`src/hw/rtl/ets_pkg.sv`:
```
`timescale 1ns / 1ps

package ets_pkg;

	// Field widths
	localparam int unsigned RAW_W    = 32;
	localparam int unsigned WRAP_W   = 32;
	localparam int unsigned TOTAL_W  = RAW_W + WRAP_W;
	localparam int unsigned SEC_W    = 45;
	localparam int unsigned PART_W   = 10;
	localparam int unsigned MICROS_W = 64;
	localparam int unsigned TPU_W    = 12;

	// Shared divider: 64-bit dividend, divisor up to one million
	localparam int unsigned DVD_W  = 64;
	localparam int unsigned DSR_W  = 20;
	localparam int unsigned STEP_W = $clog2(DVD_W);

	// APB port
	localparam int unsigned PADDR_W = 3;
	localparam int unsigned PDATA_W = 32;

	// Register index
	localparam logic REG_TICKS_PER_US = 1'b0;

	// Time constants
	localparam logic [DSR_W-1:0] US_PER_S  = DSR_W'(1000000);
	localparam logic [DSR_W-1:0] US_PER_MS = DSR_W'(1000);
	localparam logic [TPU_W-1:0] TPU_RESET = TPU_W'(1);

	// Sequencer states
	typedef enum logic [2:0] {
		S_IDLE,
		S_RATE,
		S_SEC,
		S_MS,
		S_LOAD
	} seq_state_t;

	// Request into the shared divider
	typedef struct packed {
		logic             start;
		logic [DVD_W-1:0] dividend;
		logic [DSR_W-1:0] divisor;
	} div_req_t;

	// Status out of the shared divider
	typedef struct packed {
		logic             busy;
		logic             done;
		logic [DVD_W-1:0] quotient;
		logic [DSR_W-1:0] remainder;
	} div_stat_t;

endpackage

```
`src/hw/rtl/ets_if.sv`:
```
`timescale 1ns / 1ps

// Counter sample channel
interface ets_in_if;
	logic                      valid;
	logic                      ready;
	logic [ets_pkg::RAW_W-1:0] raw_count;

	modport source (output valid, output raw_count, input ready);
	modport sink (input valid, input raw_count, output ready);
endinterface

// Split timestamp channel
interface ets_out_if;
	logic                         valid;
	logic                         ready;
	logic [ets_pkg::SEC_W-1:0]    seconds;
	logic [ets_pkg::PART_W-1:0]   millis_part;
	logic [ets_pkg::PART_W-1:0]   micros_part;
	logic [ets_pkg::MICROS_W-1:0] total_micros;

	modport source (output valid, output seconds, output millis_part, output micros_part,
		output total_micros, input ready);
	modport sink (input valid, input seconds, input millis_part, input micros_part,
		input total_micros, output ready);
endinterface

```
`src/hw/rtl/extended_timestamp_time_split_unit.sv`:
```
`timescale 1ns / 1ps

// Extends samples of a free-running 32-bit tick counter to 64 bits and
// splits the tick total into seconds, milliseconds and microseconds.
// sample: one beat per counter sample. A sample below the previous one
//   counts one wrap; the wrap count forms the upper 32 bits of the total.
// timestamp: one beat per sample with seconds, millis_part, micros_part
//   and total_micros.
// APB: register 0 (byte address 0) holds ticks_per_us, 12 bits, reset 1;
//   a value of zero is used as one. Write it only while idle.
// Sequencing: one shared radix-2 divider runs three passes of 64 steps
//   (ticks / rate, micros / 1000000, remainder / 1000), and the result is
//   then loaded into the output register. sample.ready is high only while
//   the sequencer is idle, so one sample is in work at a time.
// The result sits in an output register; a new sample is taken while it
//   waits, but that sample's result is held until the slot frees up.
// Reset clears the previous sample, the wrap count and the handshakes,
//   and sets ticks_per_us to 1.
module extended_timestamp_time_split_unit (
	input  logic                        clk,
	input  logic                        arst_n,
	ets_in_if.sink                      sample,
	ets_out_if.source                   timestamp,
	input  logic                        psel,
	input  logic                        penable,
	input  logic                        pwrite,
	input  logic [ets_pkg::PADDR_W-1:0] paddr,
	input  logic [ets_pkg::PDATA_W-1:0] pwdata,
	output logic [ets_pkg::PDATA_W-1:0] prdata,
	output logic                        pready
);
	import ets_pkg::*;

	seq_state_t          state_q, state_nxt;
	div_req_t            req;
	div_stat_t           stat;
	logic [DSR_W-1:0]    rate;

	logic [RAW_W-1:0]    prev_q;
	logic [WRAP_W-1:0]   wrap_q;
	logic [WRAP_W-1:0]   wrap_nxt;
	logic                accept;
	logic                slot_free;

	logic [MICROS_W-1:0] micros_q;
	logic [SEC_W-1:0]    sec_q;
	logic [PART_W-1:0]   ms_q;
	logic [PART_W-1:0]   us_q;

	logic                out_valid_q;
	logic [SEC_W-1:0]    out_sec_q;
	logic [PART_W-1:0]   out_ms_q;
	logic [PART_W-1:0]   out_us_q;
	logic [MICROS_W-1:0] out_micros_q;

	ets_apb_regs u_regs (
		.clk     (clk),
		.arst_n  (arst_n),
		.psel    (psel),
		.penable (penable),
		.pwrite  (pwrite),
		.paddr   (paddr),
		.pwdata  (pwdata),
		.prdata  (prdata),
		.pready  (pready),
		.rate    (rate)
	);

	ets_divider u_div (
		.clk    (clk),
		.arst_n (arst_n),
		.req    (req),
		.stat   (stat)
	);

	assign sample.ready = (state_q == S_IDLE);
	assign accept       = sample.valid && sample.ready;
	assign slot_free    = !out_valid_q || timestamp.ready;
	assign wrap_nxt     = (sample.raw_count < prev_q) ? wrap_q + WRAP_W'(1) : wrap_q;

	// Next state
	always_comb begin
		state_nxt = state_q;
		case (state_q)
			S_IDLE: if (accept) state_nxt = S_RATE;
			S_RATE: if (stat.done) state_nxt = S_SEC;
			S_SEC:  if (stat.done) state_nxt = S_MS;
			S_MS:   if (stat.done) state_nxt = S_LOAD;
			S_LOAD: if (slot_free) state_nxt = S_IDLE;
			default: state_nxt = S_IDLE;
		endcase
	end

	// Divider requests per pass
	always_comb begin
		req.start    = 1'b0;
		req.dividend = {wrap_nxt, sample.raw_count};
		req.divisor  = rate;
		case (state_q)
			S_IDLE: begin
				req.start = accept;
			end
			S_RATE: begin
				req.start    = stat.done;
				req.dividend = stat.quotient;
				req.divisor  = US_PER_S;
			end
			S_SEC: begin
				req.start    = stat.done;
				req.dividend = {{(DVD_W-DSR_W){1'b0}}, stat.remainder};
				req.divisor  = US_PER_MS;
			end
			default: begin
				req.start = 1'b0;
			end
		endcase
	end

	// Control state
	always_ff @(posedge clk or negedge arst_n) begin
		if (!arst_n) begin
			state_q     <= S_IDLE;
			prev_q      <= '0;
			wrap_q      <= '0;
			out_valid_q <= 1'b0;
		end else begin
			state_q <= state_nxt;
			if (accept) begin
				prev_q <= sample.raw_count;
				wrap_q <= wrap_nxt;
			end
			if (state_q == S_LOAD && slot_free) begin
				out_valid_q <= 1'b1;
			end else if (timestamp.ready) begin
				out_valid_q <= 1'b0;
			end
		end
	end

	// Pass results and output register
	always_ff @(posedge clk) begin
		if (state_q == S_RATE && stat.done) micros_q <= stat.quotient;
		if (state_q == S_SEC && stat.done) sec_q <= stat.quotient[SEC_W-1:0];
		if (state_q == S_MS && stat.done) begin
			ms_q <= stat.quotient[PART_W-1:0];
			us_q <= stat.remainder[PART_W-1:0];
		end
		if (state_q == S_LOAD && slot_free) begin
			out_sec_q    <= sec_q;
			out_ms_q     <= ms_q;
			out_us_q     <= us_q;
			out_micros_q <= micros_q;
		end
	end

	assign timestamp.valid        = out_valid_q;
	assign timestamp.seconds      = out_sec_q;
	assign timestamp.millis_part  = out_ms_q;
	assign timestamp.micros_part  = out_us_q;
	assign timestamp.total_micros = out_micros_q;

	// Checks
	a_accept_starts: assert property (@(posedge clk) disable iff (!arst_n)
		accept |=> (state_q == S_RATE) && stat.busy)
		else $error("accepted sample did not start a division");
	a_done_in_pass: assert property (@(posedge clk) disable iff (!arst_n)
		stat.done |-> (state_q == S_RATE || state_q == S_SEC || state_q == S_MS))
		else $error("divider finished outside a pass");
	a_load_fills: assert property (@(posedge clk) disable iff (!arst_n)
		(state_q == S_LOAD && slot_free) |=> out_valid_q && (state_q == S_IDLE))
		else $error("result not loaded into output register");
	a_parts_range: assert property (@(posedge clk) disable iff (!arst_n)
		(state_q == S_LOAD) |-> (ms_q < PART_W'(1000) && us_q < PART_W'(1000)))
		else $error("millisecond or microsecond part out of range");

endmodule

```
`src/hw/rtl/ets_divider.sv`:
```
`timescale 1ns / 1ps

module ets_divider (
	input  logic               clk,
	input  logic               arst_n,
	input  ets_pkg::div_req_t  req,
	output ets_pkg::div_stat_t stat
);
	import ets_pkg::*;

	logic [DVD_W-1:0]  quo_q;
	logic [DSR_W-1:0]  rem_q;
	logic [DSR_W-1:0]  dsr_q;
	logic [STEP_W-1:0] cnt_q;
	logic              busy_q;
	logic              done_q;

	logic [DSR_W:0]    trial;
	logic [DSR_W:0]    diff;
	logic              fits;

	// One restoring step: shift in next dividend bit, subtract if it fits
	assign trial = {rem_q, quo_q[DVD_W-1]};
	assign diff  = trial - {1'b0, dsr_q};
	assign fits  = (trial >= {1'b0, dsr_q});

	// Control
	always_ff @(posedge clk or negedge arst_n) begin
		if (!arst_n) begin
			busy_q <= 1'b0;
			done_q <= 1'b0;
			cnt_q  <= '0;
		end else begin
			done_q <= 1'b0;
			if (req.start) begin
				busy_q <= 1'b1;
				cnt_q  <= '0;
			end else if (busy_q) begin
				cnt_q <= cnt_q + STEP_W'(1);
				if (cnt_q == STEP_W'(DVD_W - 1)) begin
					busy_q <= 1'b0;
					done_q <= 1'b1;
				end
			end
		end
	end

	// Datapath
	always_ff @(posedge clk) begin
		if (req.start) begin
			quo_q <= req.dividend;
			rem_q <= '0;
			dsr_q <= req.divisor;
		end else if (busy_q) begin
			quo_q <= {quo_q[DVD_W-2:0], fits};
			rem_q <= fits ? diff[DSR_W-1:0] : trial[DSR_W-1:0];
		end
	end

	assign stat.busy      = busy_q;
	assign stat.done      = done_q;
	assign stat.quotient  = quo_q;
	assign stat.remainder = rem_q;

	// Checks
	a_start_idle: assert property (@(posedge clk) disable iff (!arst_n)
		req.start |-> !busy_q)
		else $error("divider started while busy");
	a_done_after_busy: assert property (@(posedge clk) disable iff (!arst_n)
		done_q |-> $past(busy_q))
		else $error("divider done without a run");
	a_rem_below: assert property (@(posedge clk) disable iff (!arst_n)
		done_q |-> (rem_q < dsr_q))
		else $error("divider remainder not below divisor");

endmodule

```
`src/hw/rtl/ets_apb_regs.sv`:
```
`timescale 1ns / 1ps

module ets_apb_regs (
	input  logic                         clk,
	input  logic                         arst_n,
	input  logic                         psel,
	input  logic                         penable,
	input  logic                         pwrite,
	input  logic [ets_pkg::PADDR_W-1:0]  paddr,
	input  logic [ets_pkg::PDATA_W-1:0]  pwdata,
	output logic [ets_pkg::PDATA_W-1:0]  prdata,
	output logic                         pready,
	output logic [ets_pkg::DSR_W-1:0]    rate
);
	import ets_pkg::*;

	logic [TPU_W-1:0] tpu_q;
	logic             hit;

	assign pready = 1'b1;
	assign hit    = (paddr[2] == REG_TICKS_PER_US);

	// Register write
	always_ff @(posedge clk or negedge arst_n) begin
		if (!arst_n) begin
			tpu_q <= TPU_RESET;
		end else if (psel && penable && pwrite && hit) begin
			tpu_q <= pwdata[TPU_W-1:0];
		end
	end

	// Readback
	assign prdata = hit ? {{(PDATA_W-TPU_W){1'b0}}, tpu_q} : '0;

	// Zero rate counts as one tick per microsecond
	assign rate = (tpu_q == '0) ? DSR_W'(1) : {{(DSR_W-TPU_W){1'b0}}, tpu_q};

endmodule
```
`src/flat_wrapper.sv`:
```
// flat-port wrapper written by rule: the top's interface ports become plain ports
module extended_timestamp_time_split_unit_flat import ets_pkg::*;
  (clk, arst_n, psel, penable, pwrite, paddr, pwdata, prdata, pready, sample_valid, sample_raw_count, sample_ready, timestamp_valid, timestamp_seconds, timestamp_millis_part, timestamp_micros_part, timestamp_total_micros, timestamp_ready);
  ets_in_if sample_i ();
  ets_out_if timestamp_i ();
  input  logic clk;
  input  logic arst_n;
  input  logic psel;
  input  logic penable;
  input  logic pwrite;
  input  logic [ets_pkg::PADDR_W-1:0] paddr;
  input  logic [ets_pkg::PDATA_W-1:0] pwdata;
  output logic [ets_pkg::PDATA_W-1:0] prdata;
  output logic pready;
  input wire logic [$bits(sample_i.valid)-1:0] sample_valid;
  input wire logic [$bits(sample_i.raw_count)-1:0] sample_raw_count;
  output wire logic [$bits(sample_i.ready)-1:0] sample_ready;
  output wire logic [$bits(timestamp_i.valid)-1:0] timestamp_valid;
  output wire logic [$bits(timestamp_i.seconds)-1:0] timestamp_seconds;
  output wire logic [$bits(timestamp_i.millis_part)-1:0] timestamp_millis_part;
  output wire logic [$bits(timestamp_i.micros_part)-1:0] timestamp_micros_part;
  output wire logic [$bits(timestamp_i.total_micros)-1:0] timestamp_total_micros;
  input wire logic [$bits(timestamp_i.ready)-1:0] timestamp_ready;
  assign sample_i.valid = sample_valid;
  assign sample_i.raw_count = sample_raw_count;
  assign sample_ready = sample_i.ready;
  assign timestamp_valid = timestamp_i.valid;
  assign timestamp_seconds = timestamp_i.seconds;
  assign timestamp_millis_part = timestamp_i.millis_part;
  assign timestamp_micros_part = timestamp_i.micros_part;
  assign timestamp_total_micros = timestamp_i.total_micros;
  assign timestamp_i.ready = timestamp_ready;
  extended_timestamp_time_split_unit u_core (.clk(clk), .arst_n(arst_n), .sample(sample_i), .timestamp(timestamp_i), .psel(psel), .penable(penable), .pwrite(pwrite), .paddr(paddr), .pwdata(pwdata), .prdata(prdata), .pready(pready));
endmodule
```
`config.mk`:
```
export PLATFORM = sky130hd
export DESIGN_NAME = extended_timestamp_time_split_unit_flat
export DESIGN_NICKNAME = d
export VERILOG_FILES = /design/src/hw/rtl/ets_pkg.sv /design/src/hw/rtl/ets_if.sv /design/src/hw/rtl/extended_timestamp_time_split_unit.sv /design/src/hw/rtl/ets_divider.sv /design/src/hw/rtl/ets_apb_regs.sv /design/src/flat_wrapper.sv
export SDC_FILE = /design/constraint.sdc
export NUM_CORES = 1
export LEC_CHECK = 0
export CAP_MARGIN = 10
export CORE_ASPECT_RATIO = 0.8
export CORE_MARGIN = 2
export CORE_UTILIZATION = 30
export CTS_BUF_LIST = sky130_fd_sc_hd__clkbuf_8
export DETAILED_ROUTE_END_ITERATION = 7
export DONT_BUFFER_PORTS = 1
export PLACE_DENSITY = 0.41
export RECOVER_POWER = 25
export SKIP_LAST_GASP = 1
export SLEW_MARGIN = 20
export SYNTH_ARGS = -nofsm -noshare
export SYNTH_HDL_FRONTEND = slang
export SYNTH_SLANG_ARGS = --single-unit
```
`constraint.sdc`:
```
create_clock -name clk -period 7.5 [get_ports clk]
set_clock_uncertainty 0.05 [all_clocks]
set_input_delay 0 -clock clk [delete_from_list [all_inputs] [get_ports clk]]
set_output_delay 0 -clock clk [all_outputs]
set_load 0.005 [all_outputs]
```
==> metrics.csv <==
metric,value,unit
result of the run,"finished, final reports clean",
Synth async-reset ratio,19.86,%
total negative slack,0,ns
crit path buf inv count,1,
core area,0.05986,mm2
start point of the critical path,u_core.prev_q[19],
Synth Cell Area,0.01822,mm2
number of cells on the critical path,9,
min Tclk post-route,3.764,ns
highest clock frequency the design can meet,0.2657,GHz
number of setup violations in the final report,0,
cell total after placement,2100,
number of antenna violations at the first check in global routing,2,
htree depth,3,
Hold/Removal Path Class,in2out,
DR WL/cell,19.54,um
post-detailed-placement half-perimeter wirelength,27.73,mm
Power Density,352.4,mW/mm2
met3 layer wire length in the routed design,2.513,mm
met2 routed WL,19.24,mm
Congestion Overflow GR,0,
clock tree from TritonCTS,yes,
routed wire length,45.67,mm
first-pass iteration count of the detailed router,5,
number of top-level pins,238,
portion of total power attributed to the clock network,29.6,%
"Max FO, Critical Path",20,
Max Cap Violations,0,
Setup Buffers After CTS,0,
utilization after layout,35.86,%
cells after synthesis,1371,
count of flip-flops with a built-in enable after synthesis,335,
clock transition at the register clock pins on the worst setup and hold paths after CTS,0.07,ns
net switching fraction of the power,32.11,%
sequential share of the synthesized area,69.49,%
RSZ-0062 raised after global routing,false,
power share of the sequential group,47.8,%
ratio of routed vias to standard cells,4.741,
Std-Cell Rows,80,
number of antenna-violating nets in the routed design,0,
"Cell Count, Final, Fillers Out",2337,
family with the most delay on the worst path,simple AND/OR/NAND/NOR gates,
Synth area leader,edfxtp_1,
CTS sink count,443,
vertical die dimension,224.4,um
Int Power,5.135,mW
die area,0.06274,mm2
"critical path, cell by cell",inv_1 > ha_1 > a21oi_1 > o21ai_0 > a221oi_1 > nand2_1 > or2_2 > and3_1 > a221o_1,
# port buffers,0,
required time of the critical path,7.84,ns
fraction of layout cells with a size suffix above 1,9.897,%
count of nets after finishing,1617,
total track usage,14.65,%
initial core utilization,30.44,%
"count leader, synth",edfxtp_1,
share of Yosys cell area claimed by the top area cell type,55.20,%
pin count of the biggest net entering global routing,88,
number of global-route vias before repair,11232,
Max Used Layer,met4,
arrival time at the worst endpoint,4.11,ns
Max stage delay on crit path,0.72,ns
mean instance size in the synthesized netlist,13.29,um2
hold depth,1,
Remaining DRCs,0,
CTS root buf,clkbuf_8,
worst skew pair latency,0.65,ns
nature of the critical path startpoint,flop,
total leakage power,7.958,nW
Routability Congestion,0.8235,
unique cell type count in the Yosys netlist,69,
most instantiated flip-flop cell in the synthesis netlist,edfxtp_1,
cell depth of the worst flop-to-flop path,9,
first-pass GRT wire length,69.46,mm
endpoint type of the worst setup path,flop,
number of buffers inserted during clock tree synthesis,76,
area growth from synthesis to final layout,17.80,%
vias,11080,
Peak supply drop,0.0001362,V
Pins Over Slew Limit,0,
sw power,2.429,mW
startpoint-to-endpoint class of the critical path,reg2reg,
maximum count of clock buffers along a single path,3,
Critical-path top delay cell,nand2_1,
worst reg2reg startpoint,u_core.prev_q[19],
initial DRC count,707,
power share of the combinational group,22.6,%
slew of the pin with the lowest slew margin,1.086,ns
commonest cells in the synthesized netlist,"edfxtp_1 (335), nand2_1 (163), dfrtp_1 (87)",
most area-consuming cells after synthesis,"edfxtp_1 (55%), dfrtp_1 (12%), ha_1 (3.4%)",
synth warn,0,
Routed met1 length,22.76,mm
Final Hold Violating Endpoints,0,
final period utilization,50.18,%
Min-Delay Startpoint,paddr[2],
Final Total Pwr,7.564,mW
worst-case headroom to the max-slew limit,27.63,%
die width,279.6,um
flip-flop and latch count after synthesis,443,
power groups by stage:
| stage | Clock [mW] | Sequential (mW) | Combinational, mW |
|---|---|---|---|
| finish | 2.24 | 3.61 | 1.71 |
| global route | 2.43 | 3.68 | 1.96 |
| CTS | 2.33 | 3.62 | 1.72 |
| detailed placement | 0 | 3.67 | 1.64 |
| global placement | 0 | 3.66 | 1.62 |
| floorplan | 0 | 3.47 | 1.29 |
placed cells by master, fill, tap and decap left out, types with 15 or more instances in the layout:
master,n
clkbuf_8,79
nand3_1,28
edfxtp_1,335
nor3_1,25
xnor2_1,54
dfrtp_1,87
nand2_1,163
dfxtp_1,20
a31oi_1,19
o21ai_0,75
nor2_1,72
o21ai_1,19
inv_1,81
and3_1,17
a221oi_1,21
xor2_1,19
conb_1,21
nand4_1,20
dlygate4sd3_1,91
clkinv_1,15
a21oi_1,28
nor2b_1,18
nor4_1,28
ha_1,50
cell type report:
cell class	instances	area, um2
well taps	779	974.7
flip-flops and latches	443	12660
inverters	57	214.0
multi-input cells	807	5010
repair buffers	107	1047
fillers	5845	38390
clock buffers	79	1087
diodes	2	5.005
clock inverters	63	464.2
final timing paths:
kind / endpoint / slack [ns]
max: u_core.u_div.quo_q[33] / 3.74
min: prdata[9] / 0.008
max reg2reg: u_core.u_div.quo_q[33] / 3.74
min reg2reg: u_core.timestamp.micros_part[5] / 0.33
max in group asynchronous: u_core.timestamp.valid / 6.00
min in group asynchronous: u_core.u_regs.tpu_q[0] / 0.87
kinds of logic after synthesis:
family	after synthesis	synth area share, %
fa+ha+maj	51	3.543
compound gates	215	7.347
other cells	2	0.04121
mux	18	1.092
simple gates	429	11.45
buf+inv	140	3.529
xor+xnor	73	3.509
flops	443	69.49
stage by stage:
stage | hold WS, ns | instance area, um2 | worst slack, ns
3_3_place_gp | -0.3402 | 18970 | 3.776
4_1_cts | 0.003288 | 21470 | 3.719
6_report | 0.008001 | 21470 | 3.736
5_1_grt | 0.007987 | 21470 | 3.375
2_1_floorplan | -0.3456 | 18290 | 3.280
3_5_place_dp | -0.3410 | 18970 | 3.754
repair_timing:
action | 4_1_cts | 5_1_grt
endpoints found under the hold margin | 210 | 1
hold buffers | 92 | 1
gates resized for setup | 0 | 0
registers in the layout, summed over array words and instances, names as in the netlist, 13 cells and up:
name / count
u_core.sec_q: 45
u_core.u_div.rem_q: 20
u_core.timestamp.seconds: 45
u_core.micros_q: 64
u_core.u_div.dsr_q: 13
u_core.wrap_q: 32
u_core.prev_q: 32
u_core.u_div.quo_q: 64
u_core.timestamp.total_micros: 64
metal layers:
metal	global-route usage [%]	vias up
li1	-	5253
met1	21.25	5425
met2	21.11	317
met3	3.719	85
met4	5.192	0
met5	0	-
(Power assumes the default switching activity.)
